`config.mk`:
```
export PLATFORM = sky130hd
export DESIGN_NAME = one_wire_bus_master_unit
export DESIGN_NICKNAME = d
export VERILOG_FILES = /design/src/hdl/owbm_pkg.sv /design/src/hdl/owbm_fifo.sv /design/src/hdl/owbm_front.sv /design/src/hdl/owbm_exec.sv /design/src/hdl/one_wire_bus_master_unit.sv
export SDC_FILE = /design/constraint.sdc
export NUM_CORES = 1
export LEC_CHECK = 0
export ABC_AREA = 1
export BUFFER_PORTS_ARGS = -buffer_cell sky130_fd_sc_hd__buf_2
export CAP_MARGIN = 25
export CORE_MARGIN = 2
export CORE_UTILIZATION = 35
export CTS_CLUSTER_SIZE = 16
export DETAILED_ROUTE_END_ITERATION = 6
export PLACE_DENSITY_LB_ADDON = 0.05
export SETUP_SLACK_MARGIN = 0.05
export SKIP_CTS_REPAIR_TIMING = 1
export SYNTH_ARGS = -nofsm -noshare
export SYNTH_HDL_FRONTEND = slang
export SYNTH_SLANG_ARGS = --single-unit
```
`constraint.sdc`:
```
create_clock -name clk -period 5.8 [get_ports clk]
set_input_delay 0.29 -clock clk [delete_from_list [all_inputs] [get_ports clk]]
set_output_delay 0.29 -clock clk [all_outputs]
set_load 0.05 [all_outputs]
```
`src/hdl/owbm_pkg.sv`:
```
`timescale 1ns / 1ps
`default_nettype none

package owbm_pkg;

    localparam int CFG_WIDTH     = 10;
    localparam int CFG_COUNT     = 8;
    localparam int CFG_IDX_WIDTH = 3;
    localparam int QUEUE_DEPTH   = 2;

    localparam logic [1:0] ACT_TICK  = 2'd0;
    localparam logic [1:0] ACT_RESET = 2'd1;
    localparam logic [1:0] ACT_WRITE = 2'd2;
    localparam logic [1:0] ACT_READ  = 2'd3;

    localparam logic [CFG_IDX_WIDTH-1:0] REG_RESET_LOW     = 3'd0;
    localparam logic [CFG_IDX_WIDTH-1:0] REG_RESET_REC     = 3'd1;
    localparam logic [CFG_IDX_WIDTH-1:0] REG_PRES_WAIT     = 3'd2;
    localparam logic [CFG_IDX_WIDTH-1:0] REG_PRES_LOW      = 3'd3;
    localparam logic [CFG_IDX_WIDTH-1:0] REG_WR_ONE_LOW    = 3'd4;
    localparam logic [CFG_IDX_WIDTH-1:0] REG_WR_ONE_HIGH   = 3'd5;
    localparam logic [CFG_IDX_WIDTH-1:0] REG_WR_ZERO_LOW   = 3'd6;
    localparam logic [CFG_IDX_WIDTH-1:0] REG_WR_ZERO_HIGH  = 3'd7;

    localparam logic [CFG_WIDTH-1:0] CFG_RESET_VALS [CFG_COUNT] = '{
        10'd500, 10'd15, 10'd100, 10'd240, 10'd8, 10'd60, 10'd70, 10'd2
    };

    localparam logic [CFG_WIDTH-1:0] RD_LOW_TICKS  = 10'd6;
    localparam logic [CFG_WIDTH-1:0] RD_REL_TICKS  = 10'd2;
    localparam logic [CFG_WIDTH-1:0] RD_WAIT_TICKS = 10'd8;

    typedef struct packed {
        logic       is_tick;
        logic       is_reset;
        logic       is_write;
        logic       is_read;
        logic [7:0] tx_byte;
        logic       line_level;
    } op_t;

    typedef struct packed {
        logic       drive_low;
        logic       busy_res;
        logic       done_res;
        logic       no_presence;
        logic [7:0] rx_byte;
        logic       command_dropped;
    } res_t;

endpackage

`default_nettype wire

```
`src/hdl/owbm_fifo.sv`:
```
`timescale 1ns / 1ps
`default_nettype none

module owbm_fifo
    import owbm_pkg::*;
#(
    parameter int WIDTH = 8,
    parameter int DEPTH = QUEUE_DEPTH
)
(
    input  wire logic             clk,
    input  wire logic             rst_n,
    input  wire logic             push,
    input  wire logic [WIDTH-1:0] wdata,
    output logic                  full,
    input  wire logic             pop,
    output logic      [WIDTH-1:0] rdata,
    output logic                  empty
);

    localparam int AW = (DEPTH > 1) ? $clog2(DEPTH) : 1;
    localparam int CW = $clog2(DEPTH + 1);
    localparam logic [AW-1:0] LAST = AW'(DEPTH - 1);
    localparam logic [CW-1:0] FULL_COUNT = CW'(DEPTH);

    logic [WIDTH-1:0] mem_reg [DEPTH];
    logic [AW-1:0]    wr_ptr_reg;
    logic [AW-1:0]    wr_ptr_next;
    logic [AW-1:0]    rd_ptr_reg;
    logic [AW-1:0]    rd_ptr_next;
    logic [CW-1:0]    count_reg;
    logic [CW-1:0]    count_next;
    logic             do_push;
    logic             do_pop;

    assign full    = (count_reg == FULL_COUNT);
    assign empty   = (count_reg == '0);
    assign do_push = push && !full;
    assign do_pop  = pop && !empty;
    assign rdata   = mem_reg[rd_ptr_reg];

    always_comb
    begin
        wr_ptr_next = wr_ptr_reg;
        rd_ptr_next = rd_ptr_reg;
        count_next  = count_reg;
        if (do_push)
        begin
            wr_ptr_next = (wr_ptr_reg == LAST) ? '0 : wr_ptr_reg + 1'b1;
        end
        if (do_pop)
        begin
            rd_ptr_next = (rd_ptr_reg == LAST) ? '0 : rd_ptr_reg + 1'b1;
        end
        if (do_push && !do_pop)
        begin
            count_next = count_reg + 1'b1;
        end
        else if (do_pop && !do_push)
        begin
            count_next = count_reg - 1'b1;
        end
    end

    always_ff @(posedge clk or negedge rst_n)
    begin
        if (!rst_n)
        begin
            wr_ptr_reg <= '0;
            rd_ptr_reg <= '0;
            count_reg  <= '0;
        end
        else
        begin
            wr_ptr_reg <= wr_ptr_next;
            rd_ptr_reg <= rd_ptr_next;
            count_reg  <= count_next;
        end
    end

    always_ff @(posedge clk)
    begin
        if (do_push)
        begin
            mem_reg[wr_ptr_reg] <= wdata;
        end
    end

endmodule

`default_nettype wire

```
`src/hdl/owbm_front.sv`:
```
`timescale 1ns / 1ps
`default_nettype none

module owbm_front
    import owbm_pkg::*;
#(
    parameter int DEPTH = QUEUE_DEPTH
)
(
    input  wire logic       clk,
    input  wire logic       rst_n,
    input  wire logic       push,
    output logic            full,
    input  wire logic [1:0] action,
    input  wire logic [7:0] tx_byte,
    input  wire logic       line_level,
    input  wire logic       op_pop,
    output op_t             op,
    output logic            op_empty
);

    op_t cls;

    // decode the action into one flag per kind of word
    always_comb
    begin
        cls            = '0;
        cls.tx_byte    = tx_byte;
        cls.line_level = line_level;
        unique case (action)
            ACT_TICK:  cls.is_tick  = 1'b1;
            ACT_RESET: cls.is_reset = 1'b1;
            ACT_WRITE: cls.is_write = 1'b1;
            ACT_READ:  cls.is_read  = 1'b1;
            default:   cls.is_tick  = 1'b1;
        endcase
    end

    owbm_fifo #(
        .WIDTH ($bits(op_t)),
        .DEPTH (DEPTH)
    ) u_opq (
        .clk   (clk),
        .rst_n (rst_n),
        .push  (push),
        .wdata (cls),
        .full  (full),
        .pop   (op_pop),
        .rdata (op),
        .empty (op_empty)
    );

endmodule

`default_nettype wire

```
`src/hdl/owbm_exec.sv`:
```
`timescale 1ns / 1ps
`default_nettype none

module owbm_exec
    import owbm_pkg::*;
(
    input  wire logic                     clk,
    input  wire logic                     rst_n,
    input  wire logic                     cfg_wr_en,
    input  wire logic [CFG_IDX_WIDTH-1:0] cfg_index,
    input  wire logic [CFG_WIDTH-1:0]     cfg_data,
    input  wire op_t                      op,
    input  wire logic                     op_empty,
    output logic                          op_pop,
    output res_t                          res,
    output logic                          res_push,
    input  wire logic                     res_full
);

    localparam logic [3:0] PH_IDLE      = 4'd0;
    localparam logic [3:0] PH_RST_LOW   = 4'd1;
    localparam logic [3:0] PH_RST_REC   = 4'd2;
    localparam logic [3:0] PH_PRES_WAIT = 4'd3;
    localparam logic [3:0] PH_PRES_LOW  = 4'd4;
    localparam logic [3:0] PH_WR_LOW    = 4'd5;
    localparam logic [3:0] PH_WR_HIGH   = 4'd6;
    localparam logic [3:0] PH_RD_LOW    = 4'd7;
    localparam logic [3:0] PH_RD_REL    = 4'd8;
    localparam logic [3:0] PH_RD_WAIT   = 4'd9;

    logic [CFG_WIDTH-1:0] cfg_reg [CFG_COUNT];

    logic [3:0]           phase_reg;
    logic [3:0]           phase_next;
    logic [CFG_WIDTH-1:0] tick_reg;
    logic [CFG_WIDTH-1:0] tick_next;
    logic [2:0]           bit_reg;
    logic [2:0]           bit_next;
    logic [7:0]           shift_reg;
    logic [7:0]           shift_next;
    logic                 fail_reg;
    logic                 fail_next;
    logic [7:0]           rx_reg;
    logic [7:0]           rx_next;

    logic                 fire;
    logic [CFG_WIDTH-1:0] base;
    logic [CFG_WIDTH-1:0] inc;
    logic [CFG_WIDTH-1:0] len;
    logic                 hit;
    logic [CFG_WIDTH-1:0] tick_adv;
    logic [7:0]           shift_rd;
    logic                 done;
    logic                 dropped;

    assign fire     = !op_empty && !res_full;
    assign op_pop   = fire;
    assign res_push = fire;

    // phase length of the current tick
    always_comb
    begin
        unique case (phase_reg)
            PH_RST_LOW:   len = cfg_reg[REG_RESET_LOW];
            PH_RST_REC:   len = cfg_reg[REG_RESET_REC];
            PH_PRES_WAIT: len = op.line_level ? cfg_reg[REG_PRES_WAIT] : cfg_reg[REG_PRES_LOW];
            PH_PRES_LOW:  len = cfg_reg[REG_PRES_LOW];
            PH_WR_LOW:    len = shift_reg[0] ? cfg_reg[REG_WR_ONE_LOW]
                                             : cfg_reg[REG_WR_ZERO_LOW];
            PH_WR_HIGH:   len = shift_reg[0] ? cfg_reg[REG_WR_ONE_HIGH]
                                             : cfg_reg[REG_WR_ZERO_HIGH];
            PH_RD_LOW:    len = RD_LOW_TICKS;
            PH_RD_REL:    len = RD_REL_TICKS;
            PH_RD_WAIT:   len = RD_WAIT_TICKS;
            default:      len = '0;
        endcase
    end

    // pulse count restarts at the first low tick of the presence wait
    assign base     = (phase_reg == PH_PRES_WAIT && !op.line_level) ? '0 : tick_reg;
    assign inc      = base + 1'b1;
    assign hit      = (inc >= len);
    assign tick_adv = hit ? '0 : inc;
    assign shift_rd = (tick_reg == '0) ? {op.line_level, shift_reg[7:1]} : shift_reg;

    always_comb
    begin
        phase_next = phase_reg;
        tick_next  = tick_reg;
        bit_next   = bit_reg;
        shift_next = shift_reg;
        fail_next  = fail_reg;
        rx_next    = rx_reg;
        done       = 1'b0;
        dropped    = 1'b0;
        if (op.is_tick)
        begin
            unique case (phase_reg)
                PH_RST_LOW:
                begin
                    tick_next = tick_adv;
                    if (hit)
                    begin
                        phase_next = PH_RST_REC;
                    end
                end
                PH_RST_REC:
                begin
                    tick_next = tick_adv;
                    if (hit)
                    begin
                        phase_next = PH_PRES_WAIT;
                    end
                end
                PH_PRES_WAIT:
                begin
                    tick_next = tick_adv;
                    if (!op.line_level)
                    begin
                        phase_next = PH_PRES_LOW;
                    end
                    if (hit)
                    begin
                        fail_next  = 1'b1;
                        phase_next = PH_IDLE;
                        done       = 1'b1;
                    end
                end
                PH_PRES_LOW:
                begin
                    if (op.line_level)
                    begin
                        tick_next  = '0;
                        fail_next  = 1'b0;
                        phase_next = PH_IDLE;
                        done       = 1'b1;
                    end
                    else
                    begin
                        tick_next = tick_adv;
                        if (hit)
                        begin
                            fail_next  = 1'b1;
                            phase_next = PH_IDLE;
                            done       = 1'b1;
                        end
                    end
                end
                PH_WR_LOW:
                begin
                    tick_next = tick_adv;
                    if (hit)
                    begin
                        phase_next = PH_WR_HIGH;
                    end
                end
                PH_WR_HIGH:
                begin
                    tick_next = tick_adv;
                    if (hit)
                    begin
                        shift_next = {1'b0, shift_reg[7:1]};
                        if (bit_reg == 3'd7)
                        begin
                            bit_next   = '0;
                            phase_next = PH_IDLE;
                            done       = 1'b1;
                        end
                        else
                        begin
                            bit_next   = bit_reg + 1'b1;
                            phase_next = PH_WR_LOW;
                        end
                    end
                end
                PH_RD_LOW:
                begin
                    tick_next = tick_adv;
                    if (hit)
                    begin
                        phase_next = PH_RD_REL;
                    end
                end
                PH_RD_REL:
                begin
                    tick_next = tick_adv;
                    if (hit)
                    begin
                        phase_next = PH_RD_WAIT;
                    end
                end
                PH_RD_WAIT:
                begin
                    tick_next  = tick_adv;
                    shift_next = shift_rd;
                    if (hit)
                    begin
                        if (bit_reg == 3'd7)
                        begin
                            bit_next   = '0;
                            rx_next    = shift_rd;
                            phase_next = PH_IDLE;
                            done       = 1'b1;
                        end
                        else
                        begin
                            bit_next   = bit_reg + 1'b1;
                            phase_next = PH_RD_LOW;
                        end
                    end
                end
                default:
                begin
                    phase_next = PH_IDLE;
                end
            endcase
        end
        else if (phase_reg != PH_IDLE)
        begin
            dropped = 1'b1;
        end
        else
        begin
            tick_next = '0;
            bit_next  = '0;
            priority if (op.is_reset)
            begin
                phase_next = PH_RST_LOW;
            end
            else if (op.is_write)
            begin
                shift_next = op.tx_byte;
                phase_next = PH_WR_LOW;
            end
            else
            begin
                shift_next = '0;
                phase_next = PH_RD_LOW;
            end
        end
    end

    always_comb
    begin
        res.drive_low       = (phase_next == PH_RST_LOW) || (phase_next == PH_WR_LOW)
                              || (phase_next == PH_RD_LOW);
        res.busy_res        = (phase_next != PH_IDLE);
        res.done_res        = done;
        res.no_presence     = fail_next;
        res.rx_byte         = rx_next;
        res.command_dropped = dropped;
    end

    always_ff @(posedge clk or negedge rst_n)
    begin
        if (!rst_n)
        begin
            phase_reg <= PH_IDLE;
            tick_reg  <= '0;
            bit_reg   <= '0;
            shift_reg <= '0;
            fail_reg  <= 1'b0;
            rx_reg    <= '0;
        end
        else if (fire)
        begin
            phase_reg <= phase_next;
            tick_reg  <= tick_next;
            bit_reg   <= bit_next;
            shift_reg <= shift_next;
            fail_reg  <= fail_next;
            rx_reg    <= rx_next;
        end
    end

    always_ff @(posedge clk or negedge rst_n)
    begin
        if (!rst_n)
        begin
            cfg_reg <= CFG_RESET_VALS;
        end
        else if (cfg_wr_en)
        begin
            cfg_reg[cfg_index] <= cfg_data;
        end
    end

endmodule

`default_nettype wire

```
`src/hdl/one_wire_bus_master_unit.sv`:
```
// channel   direction   handshake        payload
// input     in          push / full      action, tx_byte, line_level
// result    out         pop / empty      drive_low, busy_res, done_res, no_presence,
//                                        rx_byte, command_dropped
// config    in          cfg_wr_en        cfg_index, cfg_data
//
// one word per cycle in and out, and one through the execute stage, while no queue stalls
// a word goes through the input queue and the execute stage into the result queue
// each queue holds QUEUE_DEPTH_P words; a short stall on one side does not stop the other
// reset is asynchronous; registers return to their defaults, no clearing pass
`timescale 1ns / 1ps
`default_nettype none

module one_wire_bus_master_unit
    import owbm_pkg::*;
#(
    parameter int QUEUE_DEPTH_P = QUEUE_DEPTH
)
(
    input  wire logic                     clk,
    input  wire logic                     rst_n,
    input  wire logic                     push,
    output logic                          full,
    input  wire logic [1:0]               action,
    input  wire logic [7:0]               tx_byte,
    input  wire logic                     line_level,
    input  wire logic                     pop,
    output logic                          empty,
    output logic                          drive_low,
    output logic                          busy_res,
    output logic                          done_res,
    output logic                          no_presence,
    output logic [7:0]                    rx_byte,
    output logic                          command_dropped,
    input  wire logic                     cfg_wr_en,
    input  wire logic [CFG_IDX_WIDTH-1:0] cfg_index,
    input  wire logic [CFG_WIDTH-1:0]     cfg_data
);

    op_t  op;
    logic op_empty;
    logic op_pop;
    res_t res_in;
    logic res_push;
    logic res_full;
    res_t res_out;

    owbm_front #(
        .DEPTH (QUEUE_DEPTH_P)
    ) u_front (
        .clk        (clk),
        .rst_n      (rst_n),
        .push       (push),
        .full       (full),
        .action     (action),
        .tx_byte    (tx_byte),
        .line_level (line_level),
        .op_pop     (op_pop),
        .op         (op),
        .op_empty   (op_empty)
    );

    owbm_exec u_exec (
        .clk       (clk),
        .rst_n     (rst_n),
        .cfg_wr_en (cfg_wr_en),
        .cfg_index (cfg_index),
        .cfg_data  (cfg_data),
        .op        (op),
        .op_empty  (op_empty),
        .op_pop    (op_pop),
        .res       (res_in),
        .res_push  (res_push),
        .res_full  (res_full)
    );

    owbm_fifo #(
        .WIDTH ($bits(res_t)),
        .DEPTH (QUEUE_DEPTH_P)
    ) u_resq (
        .clk   (clk),
        .rst_n (rst_n),
        .push  (res_push),
        .wdata (res_in),
        .full  (res_full),
        .pop   (pop),
        .rdata (res_out),
        .empty (empty)
    );

    assign drive_low       = res_out.drive_low;
    assign busy_res        = res_out.busy_res;
    assign done_res        = res_out.done_res;
    assign no_presence     = res_out.no_presence;
    assign rx_byte         = res_out.rx_byte;
    assign command_dropped = res_out.command_dropped;

endmodule

`default_nettype wire

```
==> summary.md <==
| Metric | Value |
|---|---|
| Area growth from synthesis to layout | 13.7% |
| WP data required | just under 6 ns |
| Critical path type | flip-flop to flip-flop |
| CTS tree | done |
| Switching pwr | 0.00216 W |
| Pre-antenna DRT Iters | 5 |
| Switching part of the total | 43.0% |
| Dominant cell type by area after synthesis | dfrtp_1 |
| Drt wl/cell | 15.8 um |
| DRT Wirelength | 21000 um |
| Slowest-stage cell, CP | dfrtp_1 |
| Power Dens Cells | between 500 and 600 mW/mm2 |
| Largest stage delay on the critical path | approximately 0.73 ns |
| Clock network fraction of total power | a little under a quarter |
| Slew HR | 42.8% |
| Final net count | around 1000 |
| Number of synthesized register bits | 172 |
| Post-synthesis sequential area ratio | 54.5% |
| CTS sink count | between 150 and 200 |
| Worst Path Buf+Inv | 3 |
| Total die area | around 0.025 mm2 |
| Sequential power share | 35.9% |
| FP Rows | 56 |
| Count of final max-slew check failures | 0 |
| Netlist cell types | 50 |
| ANT cells | 0 |
| Avg Inst Size Synth | between 8 and 9 um2 |
| Yosys warning count | 0 |
| # setup viols final | 0 |
| Outcome | finished, final reports clean |
| Number of synthesized flops with an enable pin | 50 |
| Combinational Power Share | between 40% and 50% |
| Worst VDD drop | 221 uV |
| CTS buffer count | 17 |
| Most common cell after layout, fill and taps aside | nand2_1 |
| Cells after synthesis | slightly below 1000 |
| Initial antenna violation count | 0 |
| Die X | about 160 um |
| Area of the core | approximately 0.024 mm2 |
| Most frequent cells in the layout | 315 x nand2_1, 106 x o21ai_0, 96 x dfrtp_1 |
| Top cell family by delay on the critical path | simple AND/OR/NAND/NOR gates |
| CP max FO | 15 |
| Number of top-level pins | 44 |
| Fin crit period | ~4.1 ns |
| GPL Wtd Cong | between 0.8 and 0.9 |
| P_leak | ~4.4 nW |
| Synth area leaders | dfrtp_1 29%, edfxtp_1 18%, nand2_1 14% |
| DRC | 0 |
| Reg clk slew, reported paths | about 0.070 ns |
| Drt via density | 4.73 |
| Synth Flop Type | dfrtp_1 |
| Detailed router's first-iteration violation count | roughly 400 |
| Initial Util | a little over a third |
| Fmax | ~0.24 GHz |
| Max-capacitance violation count | 0 |
| Crit share post-route | 71.1% |
| Clk_skew | approximately 0.013 ns |
| Max FFs per register | 80 |
| Largest net degree at the start of global routing | 66 |
| Wire length of the first global-routing pass | approximately 35000 um |
| Post-DP HPWL | about 15000 um |
| Worst Tran Pin Value | ~0.86 ns |
| Antenna Nets Post-Route | 0 |
| CP startpoint kind | flip-flop |
| Die height | about 160 um |
| PortBufs | 43 |
| Mapped Nets | 1006 |
| Critical path data arrival time | between 4 and 5 ns |
| GRT overflow | 0 |
| Hold Vio Cnt, Final | 0 |
| Int Pwr | between 0.002 and 0.003 W |
| CTS max path bufs | 2 |
| Total Power | between 0.005 and 0.006 W |
| Vias | approximately 6300 |
| Most used cell, CP | nand2_1 |
| Share of the synthesized area in the top cell type | between 20% and 30% |
| Hold Path Class | primary input to flip-flop |
| Skew-Pair Late Insertion Delay | 0.44 ns |
| RSZ-0062 raised after global routing | no |
| Kind of end point of the critical path | flip-flop |
| GRT Overall Usage | between 15 and 20% |
| Area of the mapped netlist | around 0.0084 mm2 |
| Fill cells | roughly 2500 |
| Setup TNS | 0 ns |
| Share of cells above drive strength 1 | between 15 and 20% |
| CTS H-tree lvls | 4 |
| Root buf cell | clkbuf_16 |
| Async set-reset flop share out of synthesis | 70.9% |
| Vias in the first global route | about 6200 |
-- cells in the mapped netlist, types with 3 or more instances --
master       n
xnor2_1      4
a32o_1       4
dfrtp_1     96
ha_1        15
nor2_1      54
dfstp_2     26
nand2_2      4
nor3_1       4
buf_6        3
o21ai_1     30
o22ai_1      4
a2111oi_2    4
edfxtp_1    50
inv_2       15
nand3_1     16
nand4_1      7
buf_2        6
mux2i_1     10
o21ai_0    106
nand2_1    315
a22o_1       6
inv_1       79
nor2_2       4
clkbuf_1    25
xor2_1       8
a21oi_1     30
buf_4        4
-- worst register-to-register path, delay by kind of cell, from the launching register on --
kind            cells  cell delay [ns]
simple gates       19             2.22
flops               1             0.73
fa+ha+maj           2             0.47
buf+inv             3             0.29
compound gates      1             0.16
-- power groups by stage --
stage	clock network (W)	registers [W]	logic [W]
final	0.00120	0.00180	0.00201
after global routing	0.00130	0.00184	0.00227
after CTS	0.00124	0.00180	0.00203
after detailed placement	0	0.00182	0.00203
after global placement	0	0.00183	0.00201
after floorplan	0	0.00174	0.00155
-- cells by family (layout without fill, tap and decap cells) --
family,Yosys count,in the layout,share of synthesized area (%)
AND/OR/NAND/NOR,420,420,20.7
AO/OA/AOI/OAI,200,200,13.6
flip-flops,172,172,54.5
buffers and inverters,132,180,6.42
adder cells (fa/ha/maj),15,15,2.23
XOR/XNOR,12,12,1.25
multiplexers,11,11,1.32
-- routing by layer --
metal / track usage, % / up-vias / share of wire (%)
li1: - / 3237 / -
met1: 27.3 / 2932 / 55
met2: 24.3 / 101 / 41
met3: 3.15 / 18 / 3.0
met4: 4.59 / 0 / 1.1
met5: 0 / - / 0
-- worst paths after layout --
check | startpoint | end | slack, ns | cells after the start
worst max-delay path | u_front.u_opq.rd_ptr_reg | u_resq.mem_reg[0][11] | 1.68 | 25
worst min-delay path | line_level | u_front.u_opq.mem_reg[1][0] | 0.04 | 1
worst max register to register | u_front.u_opq.rd_ptr_reg | u_resq.mem_reg[0][11] | 1.68 | 25
worst min register to register | u_exec.rx_reg[2] | u_exec.rx_reg[2] | 0.48 | 2
max in group asynchronous | rst_n | u_front.u_opq.rd_ptr_reg | 3.93 | 3
min in group asynchronous | rst_n | u_exec.tick_reg[7] | 0.49 | 2
-- stage by stage --
step / utilization [%] / hold WS (ns) / setup slack (ns) / instance area (um2) / cells
after floorplan: - / -0.00559 / 2.63 / 8420 / 962
after global placement: 37.8 / 0.438 / 1.74 / 8900 / 1293
after detailed placement: 38.0 / 0.447 / 1.66 / 8940 / 1296
after CTS: 40.6 / -0.0350 / 1.63 / 9560 / 1328
after global routing: 40.6 / 0.0241 / 1.18 / 9570 / 1329
final: 40.6 / 0.0393 / 1.68 / 9570 / 1329
-- cell type report --
type                       instances  area (um2)  share of cell area (%)
clock buffer                      17         425                    4.45
clock inverter                    15         195                    2.04
inverter                          94         353                    3.69
multi-input combinational        658        3290                    34.4
sequential                       172        4590                    47.9
tap                              319         399                    4.17
timing repair buffer              54         314                    3.28
Power figures use the tool's default switching activity.
